<file path="src/srf_pkg.sv">
// Shared types and operation codes for the substring removal filter.
`timescale 1ns / 1ps

package srf_pkg;

	localparam int CODE_W = 21;
	localparam int OP_W   = 2;

	typedef logic [CODE_W-1:0] code_t;
	typedef logic [OP_W-1:0]   op_t;

	localparam op_t OP_PATTERN = 2'd0;
	localparam op_t OP_TEXT    = 2'd1;
	localparam op_t OP_END     = 2'd2;

	// Commands to the pattern store
	typedef struct packed {
		logic wr;
		logic clr;
	} pat_cmd_t;

	// Commands to the text window
	typedef struct packed {
		logic push;
		logic pop;
		logic clr;
	} win_cmd_t;

endpackage

</file>
<file path="src/substring_removal_filter_unit.sv">
// Top level of the substring removal filter.
//
// Input channel (in_valid/in_stall): operation and code. Pattern codes come
// first and are stored; text codes follow; an end transaction closes the text.
// Output channel (out_valid/out_stall): code_res, has_code, last, status.
// Every occurrence of the pattern is removed, leftmost first, no overlap.
//
// A transaction is held in an input register while it is processed, and
// its result is loaded into the output register. Text streams at one code
// per cycle while the output is not stalled. An end transaction shifts each
// code still in the window out through the output register (or gives one
// empty marker if none is left); it then returns the block to its reset
// state, ready for a new pattern. A pattern longer than MAX_PATTERN makes
// the text give no codes and the end give one marker with status set.
// Reset clears all control state; the pattern and window stores need none.
// When out_stall is high a valid result in the output register holds and,
// once the pending transaction needs the register, in_stall rises; nothing is lost.
`timescale 1ns / 1ps

module substring_removal_filter_unit #(
	parameter int MAX_PATTERN = 16
) (
	input  logic                 clk,
	input  logic                 arst_n,
	input  logic                 in_valid,
	output logic                 in_stall,
	input  srf_pkg::op_t         operation,
	input  srf_pkg::code_t       code,
	output logic                 out_valid,
	input  logic                 out_stall,
	output srf_pkg::code_t       code_res,
	output logic                 has_code,
	output logic                 last,
	output logic                 status
);

	localparam int CNT_W = $clog2(MAX_PATTERN + 1);
	localparam int IDX_W = (MAX_PATTERN > 1) ? $clog2(MAX_PATTERN) : 1;

	logic              valid_s1;
	srf_pkg::op_t      op_s1;
	srf_pkg::code_t    code_s1;
	logic              text_started_q;

	logic              out_valid_q;
	srf_pkg::code_t    code_res_q;
	logic              has_code_q;
	logic              last_q;
	logic              status_q;

	srf_pkg::pat_cmd_t pcmd;
	srf_pkg::win_cmd_t wcmd;
	srf_pkg::code_t    pat [MAX_PATTERN];
	logic [CNT_W-1:0]  pat_count;
	logic              overflow;
	logic [CNT_W-1:0]  win_count;
	srf_pkg::code_t    head;
	logic              full_hit;
	logic              match;

	logic              out_free;
	logic              done;
	logic              end_done;
	logic              emit;
	srf_pkg::code_t    emit_code;
	logic              emit_has;
	logic              emit_last;
	logic              emit_status;
	logic              accept;

	srf_pattern #(
		.MAX_PATTERN(MAX_PATTERN),
		.CNT_W      (CNT_W),
		.IDX_W      (IDX_W)
	) u_pattern (
		.clk      (clk),
		.arst_n   (arst_n),
		.cmd      (pcmd),
		.code     (code_s1),
		.pat      (pat),
		.pat_count(pat_count),
		.overflow (overflow)
	);

	srf_window #(
		.MAX_PATTERN(MAX_PATTERN),
		.CNT_W      (CNT_W),
		.IDX_W      (IDX_W)
	) u_window (
		.clk      (clk),
		.arst_n   (arst_n),
		.cmd      (wcmd),
		.code     (code_s1),
		.pat      (pat),
		.pat_count(pat_count),
		.win_count(win_count),
		.head     (head),
		.full_hit (full_hit),
		.match    (match)
	);

	assign out_free = !out_valid_q || !out_stall;
	assign in_stall = valid_s1 && !done;
	assign accept   = in_valid && !in_stall;

	// Decode the held transaction into store commands and a result
	always_comb begin
		done        = 1'b1;
		end_done    = 1'b0;
		emit        = 1'b0;
		emit_code   = '0;
		emit_has    = 1'b0;
		emit_last   = 1'b0;
		emit_status = 1'b0;
		pcmd        = '0;
		wcmd        = '0;
		if (valid_s1) begin
			unique case (op_s1)
				srf_pkg::OP_PATTERN: begin
					pcmd.wr = !text_started_q;
				end
				srf_pkg::OP_TEXT: begin
					if (!overflow) begin
						if (pat_count == '0) begin
							emit      = 1'b1;
							emit_code = code_s1;
							emit_has  = 1'b1;
							done      = out_free;
						end else begin
							emit      = full_hit && !match;
							emit_code = head;
							emit_has  = 1'b1;
							done      = !emit || out_free;
							wcmd.push = done;
						end
					end
				end
				srf_pkg::OP_END: begin
					emit      = 1'b1;
					emit_last = 1'b1;
					if (overflow || win_count == '0) begin
						emit_status = overflow;
						done        = out_free;
					end else begin
						emit_code = head;
						emit_has  = 1'b1;
						emit_last = win_count == CNT_W'(1);
						wcmd.pop  = out_free;
						done      = out_free && emit_last;
					end
					end_done = done;
					pcmd.clr = done;
					wcmd.clr = done;
				end
				default: begin
				end
			endcase
		end
	end

	// Hold the transaction under work in the input register
	always_ff @(posedge clk or negedge arst_n) begin
		if (!arst_n) begin
			valid_s1 <= 1'b0;
		end else if (accept) begin
			valid_s1 <= 1'b1;
		end else if (done) begin
			valid_s1 <= 1'b0;
		end
	end

	always_ff @(posedge clk) begin
		if (accept) begin
			op_s1   <= operation;
			code_s1 <= code;
		end
	end

	// Mark text as started; drop back at end of text
	always_ff @(posedge clk or negedge arst_n) begin
		if (!arst_n) begin
			text_started_q <= 1'b0;
		end else if (end_done) begin
			text_started_q <= 1'b0;
		end else if (valid_s1 && op_s1 == srf_pkg::OP_TEXT && done) begin
			text_started_q <= 1'b1;
		end
	end

	// Load the output register, or drain it once taken
	always_ff @(posedge clk or negedge arst_n) begin
		if (!arst_n) begin
			out_valid_q <= 1'b0;
		end else if (emit && out_free) begin
			out_valid_q <= 1'b1;
		end else if (!out_stall) begin
			out_valid_q <= 1'b0;
		end
	end

	always_ff @(posedge clk) begin
		if (emit && out_free) begin
			code_res_q <= emit_code;
			has_code_q <= emit_has;
			last_q     <= emit_last;
			status_q   <= emit_status;
		end
	end

	assign out_valid = out_valid_q;
	assign code_res  = code_res_q;
	assign has_code  = has_code_q;
	assign last      = last_q;
	assign status    = status_q;

	// The window never reaches the pattern length
	a_win_below_pat: assert property (@(posedge clk) disable iff (!arst_n)
		win_count == '0 || win_count < pat_count)
		else $error("window count reached pattern count");

	// Overflow only with a full pattern store
	a_overflow_full: assert property (@(posedge clk) disable iff (!arst_n)
		overflow |-> pat_count == CNT_W'(MAX_PATTERN))
		else $error("overflow with room in pattern store");

	// An empty marker always closes the string
	a_empty_is_last: assert property (@(posedge clk) disable iff (!arst_n)
		out_valid && !has_code |-> last)
		else $error("empty marker without last");

	// Error status only on an empty end marker
	a_status_empty: assert property (@(posedge clk) disable iff (!arst_n)
		out_valid && status |-> !has_code && last)
		else $error("error status on a code result");

	// Stall input only while a transaction is under work
	a_stall_busy: assert property (@(posedge clk) disable iff (!arst_n)
		in_stall |-> valid_s1)
		else $error("input stalled with nothing held");

endmodule

</file>
<file path="src/srf_pattern.sv">
// Pattern store with fill count and overflow flag.
`timescale 1ns / 1ps

module srf_pattern #(
	parameter int MAX_PATTERN = 16,
	parameter int CNT_W       = 5,
	parameter int IDX_W       = 4
) (
	input  logic                  clk,
	input  logic                  arst_n,
	input  srf_pkg::pat_cmd_t     cmd,
	input  srf_pkg::code_t        code,
	output srf_pkg::code_t        pat [MAX_PATTERN],
	output logic [CNT_W-1:0]      pat_count,
	output logic                  overflow
);

	srf_pkg::code_t   pat_q [MAX_PATTERN];
	logic [CNT_W-1:0] count_q;
	logic             overflow_q;
	logic             has_room;

	assign has_room = count_q < CNT_W'(MAX_PATTERN);

	// Advance the fill count, or flag overflow when the store is full
	always_ff @(posedge clk or negedge arst_n) begin
		if (!arst_n) begin
			count_q    <= '0;
			overflow_q <= 1'b0;
		end else if (cmd.clr) begin
			count_q    <= '0;
			overflow_q <= 1'b0;
		end else if (cmd.wr) begin
			if (has_room) begin
				count_q <= count_q + CNT_W'(1);
			end else begin
				overflow_q <= 1'b1;
			end
		end
	end

	// Write the next pattern code
	always_ff @(posedge clk) begin
		if (cmd.wr && has_room && !cmd.clr) begin
			pat_q[count_q[IDX_W-1:0]] <= code;
		end
	end

	assign pat       = pat_q;
	assign pat_count = count_q;
	assign overflow  = overflow_q;

endmodule

</file>
<file path="src/srf_window.sv">
// Text window: pending codes, parallel compare against the pattern, shift out.
`timescale 1ns / 1ps

module srf_window #(
	parameter int MAX_PATTERN = 16,
	parameter int CNT_W       = 5,
	parameter int IDX_W       = 4
) (
	input  logic                  clk,
	input  logic                  arst_n,
	input  srf_pkg::win_cmd_t     cmd,
	input  srf_pkg::code_t        code,
	input  srf_pkg::code_t        pat [MAX_PATTERN],
	input  logic [CNT_W-1:0]      pat_count,
	output logic [CNT_W-1:0]      win_count,
	output srf_pkg::code_t        head,
	output logic                  full_hit,
	output logic                  match
);

	srf_pkg::code_t   win_q [MAX_PATTERN];
	srf_pkg::code_t   wnew  [MAX_PATTERN];
	logic [CNT_W-1:0] count_q;

	// Window as it stands with the incoming code placed after the pending ones
	always_comb begin
		for (int i = 0; i < MAX_PATTERN; i++) begin
			wnew[i] = (CNT_W'(i) == count_q) ? code : win_q[i];
		end
	end

	assign full_hit = (count_q + CNT_W'(1)) == pat_count;

	// Compare the filled window with the pattern, entry by entry
	always_comb begin
		match = 1'b1;
		for (int i = 0; i < MAX_PATTERN; i++) begin
			if (CNT_W'(i) < pat_count && wnew[i] != pat[i]) begin
				match = 1'b0;
			end
		end
	end

	assign head      = wnew[0];
	assign win_count = count_q;

	// Track the number of pending codes
	always_ff @(posedge clk or negedge arst_n) begin
		if (!arst_n) begin
			count_q <= '0;
		end else if (cmd.clr) begin
			count_q <= '0;
		end else if (cmd.push) begin
			if (!full_hit) begin
				count_q <= count_q + CNT_W'(1);
			end else if (match) begin
				count_q <= '0;
			end
		end else if (cmd.pop) begin
			count_q <= count_q - CNT_W'(1);
		end
	end

	// Append, or drop the oldest code and shift the rest down
	always_ff @(posedge clk) begin
		if (cmd.push && !cmd.clr) begin
			if (!full_hit) begin
				win_q[count_q[IDX_W-1:0]] <= code;
			end else if (!match) begin
				for (int i = 0; i < MAX_PATTERN - 1; i++) begin
					win_q[i] <= wnew[i+1];
				end
			end
		end else if (cmd.pop && !cmd.clr) begin
			for (int i = 0; i < MAX_PATTERN - 1; i++) begin
				win_q[i] <= win_q[i+1];
			end
		end
	end

endmodule

</file>
<file path="config.mk">
export PLATFORM = sky130hd
export DESIGN_NAME = substring_removal_filter_unit
export DESIGN_NICKNAME = d
export VERILOG_FILES = /design/src/srf_pkg.sv /design/src/substring_removal_filter_unit.sv /design/src/srf_pattern.sv /design/src/srf_window.sv
export SDC_FILE = /design/constraint.sdc
export NUM_CORES = 1
export LEC_CHECK = 0
export BUFFER_PORTS_ARGS = -buffer_cell sky130_fd_sc_hd__buf_2
export CAP_MARGIN = 10
export CORE_AREA = 2 2 379 381
export DETAILED_ROUTE_END_ITERATION = 8
export DIE_AREA = 0 0 381 383
export HOLD_SLACK_MARGIN = 0.15
export PLACE_DENSITY_LB_ADDON = 0.15
export SLEW_MARGIN = 20
export SYNTH_ARGS = -nofsm -noshare
export SYNTH_HDL_FRONTEND = slang
export SYNTH_HIERARCHICAL = 1
export SYNTH_SLANG_ARGS = --single-unit
</file>
<file path="constraint.sdc">
create_clock -name clk -period 9.5 [get_ports clk]
set_input_delay 1.425 -clock clk [delete_from_list [all_inputs] [get_ports clk]]
set_output_delay 1.425 -clock clk [all_outputs]
set_load 0.005 [all_outputs]
</file>
==> results of run 1 <==
==> registers in the layout, indices dropped and copies added, names as in the netlist, 2 cells and up <==
register / count
u_pattern/pat: 336
u_window/win_q: 336
code_res: 21
code_s1: 21
u_pattern/pat_count: 5
u_window/win_count: 5
op_s1: 2
==> cells by family after synthesis <==
| group | after synthesis | share of synthesized area (%) |
|---|---|---|
| buffers and inverters | 346 | 4.03 |
| AND/OR/NAND/NOR | 469 | 6.80 |
| flip-flops | 733 | 59.9 |
| adder cells (fa/ha/maj) | 14 | 0.471 |
| multiplexers | 420 | 12.7 |
| XOR/XNOR | 288 | 6.88 |
| AO/OA/AOI/OAI | 464 | 9.29 |
==> layout make-up <==
type                    instances  area (um2)
well taps                    1903        2380
multi-input cells            1655       13600
diodes                          1        2.50
clock inverters                60         657
clock buffers                 104        2280
inverters                     173         649
repair buffers                170        1190
fillers                     14400       99600
flip-flops and latches        733       21900
==> synthesized netlist by cell type, types with 7 or more instances <==
library cell	number
nand2_1	132
and2_1	12
dfrtp_1	14
mux2_2	59
buf_1	18
or2_2	7
buf_4	14
nor3_1	30
mux2_4	23
a221oi_1	22
buf_6	14
o211ai_1	14
nor2b_1	16
edfxtp_1	719
clkbuf_1	111
or4_1	7
ha_1	13
nand2b_1	31
a21oi_1	74
a211oi_1	12
o41ai_1	10
inv_1	168
a21o_1	14
a22oi_1	7
a222oi_1	21
a31oi_1	12
o2111ai_1	14
a22o_1	25
buf_2	16
a2111oi_0	16
nand4_1	30
o21ai_0	63
nand3_1	30
xnor2_1	156
o22ai_1	71
nor2_1	83
o221ai_1	25
mux2i_1	138
mux2_1	200
nor4_1	43
a32oi_1	7
o41ai_2	10
xor2_1	132
==> power by group through the flow <==
stage | Sequential, W | Combinational [W] | Clock [W]
global route | 0.00431 | 0.00255 | 0.00368
CTS | 0.00429 | 0.00237 | 0.00356
finish | 0.00429 | 0.00237 | 0.00348
global placement | 0.00435 | 0.00235 | 0
detailed placement | 0.00435 | 0.00235 | 0
floorplan | 0.00419 | 0.00151 | 0
==> how the worst max path moves through the flow <==
stage | start | to | depth (start not counted)
5_1_grt | u_window/win_count[0] | u_window/win_q[0][11] | 18
3_3_place_gp | u_window/win_count[0] | u_window/win_q[0][11] | 18
6_report | u_window/win_count[0] | u_window/win_q[1][20] | 18
3_5_place_dp | u_window/win_count[0] | u_window/win_q[1][0] | 18
2_1_floorplan | u_window/win_count[2] | u_window/win_q[0][0] | 26
4_1_cts | u_window/win_count[0] | u_window/win_q[1][20] | 18
==> routing by layer <==
metal | global-route usage [%] | routed length (um) | vias up
met2 | 28.9 | 61500 | 1026
met3 | 2.63 | 7820 | 211
met5 | 0 | 26 | -
li1 | - | - | 10600
met4 | 5.07 | 3680 | 4
met1 | 25.2 | 60900 | 12500
==> critical path, cell delays in order (launching register included) <==
cell and delay, ns:
dfrtp_1 0.52, inv_1 0.20, ha_1 0.48, nand4bb_1 0.75
mux2_2 0.55, a222oi_1 0.34, o2111ai_1 0.16, nor4_1 0.78
nor2_1 0.09, a31o_2 0.28, nand4b_1 0.16, and4bb_4 0.37
nand2b_1 0.15, o2111ai_1 0.11, nor2_1 0.55, nand2b_2 0.63
nor2_1 0.36, and2_1 0.44, a21o_1 0.85
==> metrics by stage <==
stage / total power (W) / area [um2] / hold WS, ns / cells
after floorplan: 0.00570 / 36700 / 0.501 / 2734
after global placement: 0.00670 / 39700 / 0.550 / 4633
after detailed placement: 0.00670 / 39700 / 0.556 / 4633
after CTS: 0.0102 / 42600 / 0.570 / 4797
after global routing: 0.0105 / 42700 / 0.600 / 4798
final: 0.0101 / 42700 / 0.566 / 4799
==> summary.txt, run 1 <==
Floorplan
  – IO Pins: 53
  – Initial Util: 25.8%
  – Die Ht: 383 um
  – DIE AREA: 146000 um2
  – Num rows: 139
  – Die width: 381 um
  – Core area: 142000 um2

Cells and area
  – Most frequent cells in the layout: edfxtp_1, mux2_1, inv_1
  – Synthesis-to-layout area growth: 16.4%
  – Final Util: 30.0%
  – Fraction of layout cells with a size suffix above 1: 15.6%
  – Most common library cell in the layout ignoring fill and taps: edfxtp_1
  – Nets: 2861

Logic synthesis
  – #FFs+latches synth: 733
  – Area leader, netlist: edfxtp_1
  – Netlist cell types: 92
  – Sequential fraction of the synthesis area: 59.9%
  – Share of the synthesized area in the top cell type: 58.9%
  – Synth warn: 6
  – Post-Syn Nets: 2774
  – Synth area leaders: edfxtp_1, mux2_1, mux2i_1, xnor2_1, xor2_1
  – EDFF count, synth: 719
  – Async S/R FF share, synth: 1.91%
  – Cell count after synthesis: 2734
  – Cell area after synthesis: 36700 um2
  – Main synth FF type: edfxtp_1
  – Syn avg cell area: 13.4 um2

Pwr
  – Logic gate share of total power: 23.4%
  – Leakage: 14.3 nW
  – Seq pwr share: 42.3%
  – VDD IR-drop max: 0.000135 V
  – Switching part of the total: 32.2%
  – Net Sw Power: 0.00326 W
  – PwrDens: 238 nW/um2
  – Clock network fraction of total power: 34.3%
  – Int Pwr: 0.00688 W

STA
  – Final period utilization: 86.5%
  – RSZ-0062 raised after global routing: false
  – Worst slew pin tran: 1.09 ns
  – Final min period: 8.22 ns
  – Slew headroom: 27.2%
  – Setup WS post-layout: 1.28 ns
  – Final setup fails: 0
  – Fmax: 122 MHz
  – Max-slew violations: 0
  – Skew final: 0.0325 ns
  – Post-route setup TNS: 0 ns
  – Final Hold Fails: 0

Detailed routing
  – Routed WL per cell: 27.9 um
  – Drt initial violations: 2403
  – Vias/cell: 5.06
  – First drt pass iteration count: 6
  – Post-route ant nets: 0
  – DRC: 0
  – Via count: 24.3k
  – Total wire length: 134 mm

CTS
  – H-tree lvl count: 3
  – CTS Buf Count: 88
  – TritonCTS clock tree: yes
  – Cts repair resizes: 0
  – CTS max path bufs: 3
  – CTS clk-pin slew, worst paths: 0.06 ns
  – Worst-Skew Late Latency: 0.69 ns
  – Root buf cell: clkbuf_16
  – Cts hold-fix bufs: 0
  – Post-CTS Setup Bufs: 0
  – CTS sink count: 733

Critical path
  – CP required: 9.79 ns
  – Startpoint Class: register
  – End of the worst register-to-register path: u_window/win_q[1][20]
  – Reg2reg setup slack: 1.28 ns
  – R2R depth: 18
  – CP max FO: 21
  – Worst r2r src: u_window/win_count[0]
  – Worst Setup End Kind: register
  – Crit path DAT: 8.51 ns
  – Path type of the worst setup path: register to register

Outcome
  – Outcome: finished, final reports clean

Global routing
  – First-pass GRT wire length: 190 mm
  – Number of global-route vias before repair: 24.5k
  – Gr usage total: 18.0%
  – Global route overflow: 0
  – Initial antenna violation count: 9
  – Largest net degree at the start of global routing: 43

Placed design
  – Post-place setup slack: 1.37 ns
  – IO buf count: 52
  – Post-DP HPWL: 94.1 mm
  – Placer Congestion: 0.929

Hold path
  – Hold worst-path end: u_pattern/overflow
  – HP Start: u_pattern/overflow
  – Worst Hold Depth: 2
  – Worst hold path class: register to register

Job
  – Max Cap Viol: 0
(Power assumes the default switching activity.)
==> run 2: changes to the inputs <==
Clock period 9.5 ns to 8.4 ns, I/O delays scaled along.
==> summary.txt, run 2 (synthesis results as in run 1) <==
CTS
  – CTS clk-pin slew, worst paths: 0.06 ns (about the same)
  – Post-CTS Setup Bufs: 0 (unchanged)
  – TritonCTS clock tree: yes
  – H-tree lvl count: 3 (unchanged)
  – Cts hold-fix bufs: 0 (unchanged)
  – CTS Buf Count: 88 (unchanged)
  – CTS max path bufs: 3 (unchanged)
  – Worst-Skew Late Latency: 0.70 ns (about the same)
  – Root buf cell: clkbuf_16
  – CTS sink count: 733 (unchanged)
  – Cts repair resizes: 0 (unchanged)

Global routing
  – Initial antenna violation count: 6 (-3)
  – Global route overflow: 0 (unchanged)
  – Largest net degree at the start of global routing: 50 (+16%)
  – Number of global-route vias before repair: 24.6k (+0.63%)
  – Gr usage total: 18.1% (+0.035 points)
  – First-pass GRT wire length: 190 mm (about the same)

Cells and area
  – Fraction of layout cells with a size suffix above 1: 15.8% (+0.16 points)
  – Fillers: 14.5k (+0.53%)
  – Synthesis-to-layout area growth: 16.3% (about the same)
  – Multi-input gate area: 13600 um2 (about the same)
  – Final std cells w/o fill: 4814 (+0.31%)
  – Most frequent cells in the layout: edfxtp_1, mux2_1, inv_1
  – Nets: 2877 (+0.56%)
  – Most common library cell in the layout ignoring fill and taps: edfxtp_1
  – Final instance area: 42600 um2 (about the same)
  – Register area: 21900 um2 (unchanged)

Pwr
  – VDD IR-drop max: 0.000135 V (+0.15%)
  – Net Sw Power: 0.00364 W (+12%)
  – Int Pwr: 0.00765 W (+11%)
  – Leakage: 14.3 nW (about the same)
  – Total power: 0.0113 W (+11%)
  – Seq pwr share: 43.0% (+0.7 points)
  – PwrDens: 265 nW/um2 (+11%)
  – Logic gate share of total power: 23.8% (+0.4 points)
  – Clock network fraction of total power: 33.2% (-1.1 points)
  – Switching part of the total: 32.2% (+0.083 points)

Floorplan
  – Initial Util: 25.8% (unchanged)
  – DIE AREA: 146000 um2 (unchanged)
  – IO Pins: 53 (unchanged)
  – Die Ht: 383 um (unchanged)
  – Core area: 142000 um2 (unchanged)
  – Num rows: 139 (unchanged)
  – Die width: 381 um (unchanged)

Critical path
  – Startpoint Class: register
  – CP required: 7.14 ns (-2.65 ns)
  – CP max FO: 12 (-43%)
  – Path type of the worst setup path: register to output port
  – Worst Setup End Kind: output port
  – Crit path DAT: 6.17 ns (-2.34 ns)

Detailed routing
  – Post-route ant nets: 0 (unchanged)
  – DRC: 0 (unchanged)
  – Via count: 24.2k (-0.45%)
  – Total wire length: 134 mm (about the same)
  – First drt pass iteration count: 8 (+2)
  – Drt initial violations: 2800 (+17%)
  – Vias/cell: 5.02 (-0.76%)
  – Routed WL per cell: 27.9 um (-0.23%)

Placed design
  – Placed inst area: 39800 um2 (+0.32%)
  – Placer Congestion: 0.910 (-2.1%)
  – Post-DP HPWL: 94.2 mm (+0.10%)
  – IO buf count: 52 (unchanged)
  – Cells after DPL: 4650 (+0.37%)

Outcome
  – Outcome: finished, final reports clean

STA
  – Final min period: 7.43 ns
  – RSZ-0062 raised after global routing: false
  – Max-slew violations: 0 (unchanged)
  – Final Hold Fails: 0 (unchanged)
  – Worst slew pin tran: 0.975 ns (-0.114 ns)
  – Post-route setup TNS: 0 ns (unchanged)
  – Tightest hold margin: 0.499 ns (-0.0669 ns)
  – Fmax: 135 MHz
  – Skew final: 0.0340 ns (+0.00142 ns)
  – Slew headroom: 35.0% (+7.7 points)
  – Final period utilization: 88.4%
  – Final setup fails: 0 (unchanged)

Hold path
  – Worst hold path class: input port to async pin

Job
  – Max Cap Viol: 0 (unchanged)
-- run 2: cell types whose count changed in the layout (fill, tap and decap cells not counted), moves of 3 or more --
cell       change
clkbuf_16      +3
buf_4         +16
clkinv_1       -4
bufinv_16      -6
diode_2        +6
clkbuf_1       +7
-- run 2: layout make-up --
cell class | count | area share, %
antenna | 7 | 0.0411
clock buffer | 114 | 5.59
clock inverter | 43 | 0.886
inverter | 173 | 1.52
multi-input combinational | 1655 | 31.8
sequential | 733 | 51.5
tap | 1903 | 5.59
timing repair buffer | 186 | 3.09
-- run 2: path summary, 6_finish.rpt --
kind                       cells past startpoint  slack [ns]                     end                    from
setup / recovery                              16        0.97                in_stall   u_window/win_count[0]
hold / removal                                 1        0.50                valid_s1                  arst_n
max in group asynchronous                      1        7.59   u_window/win_count[2]                  arst_n
setup reg to reg                              19        1.11   u_window/win_q[2][14]   u_window/win_count[0]
min in group clk                               1        0.57  u_window/win_q[14][18]  u_window/win_q[15][18]
hold reg to reg                                1        0.57  u_window/win_q[14][18]  u_window/win_q[15][18]
-- run 2: through the flow --
step,util [%],setup slack [ns]
global route,30.0,0.706
finish,30.0,0.974
CTS,29.9,0.956
global placement,28.0,1.22
detailed placement,28.0,1.17
floorplan,-,1.86
-- run 2: critical path, stage by stage (launching register included) --
cell,delay (ns)
dfrtp_1,0.51
inv_1,0.20
ha_1,0.47
nand4bb_1,0.77
mux2_2,0.55
a222oi_1,0.35
o2111ai_1,0.16
nor4_1,0.75
nor2_1,0.11
a31o_2,0.26
nand4b_1,0.16
and4bb_4,0.35
nand2b_1,0.16
o211ai_1,0.21
o2111ai_1,0.23
inv_1,0.08
buf_2,0.13
-- run 2: power by group through the flow --
stage	combinational [W]	clock, W	sequential, W
2_1_floorplan	0.00171	0	0.00474
3_5_place_dp	0.00267	0	0.00492
6_report	0.00269	0.00375	0.00485
5_1_grt	0.00288	0.00398	0.00488
4_1_cts	0.00269	0.00385	0.00485
3_3_place_gp	0.00265	0	0.00493
-- run 2: layer usage --
| layer | wire length (um) | share of wire (%) | global-route usage [%] | up-vias |
|---|---|---|---|---|
| met3 | 7300 | 5.4 | 2.54 | 200 |
| met1 | 61500 | 46 | 25.3 | 12400 |
| met2 | 61700 | 46 | 29.0 | 997 |
| li1 | - | - | - | 10600 |
| met4 | 3690 | 2.7 | 5.11 | 0 |
| met5 | 0 | 0 | 0 | - |
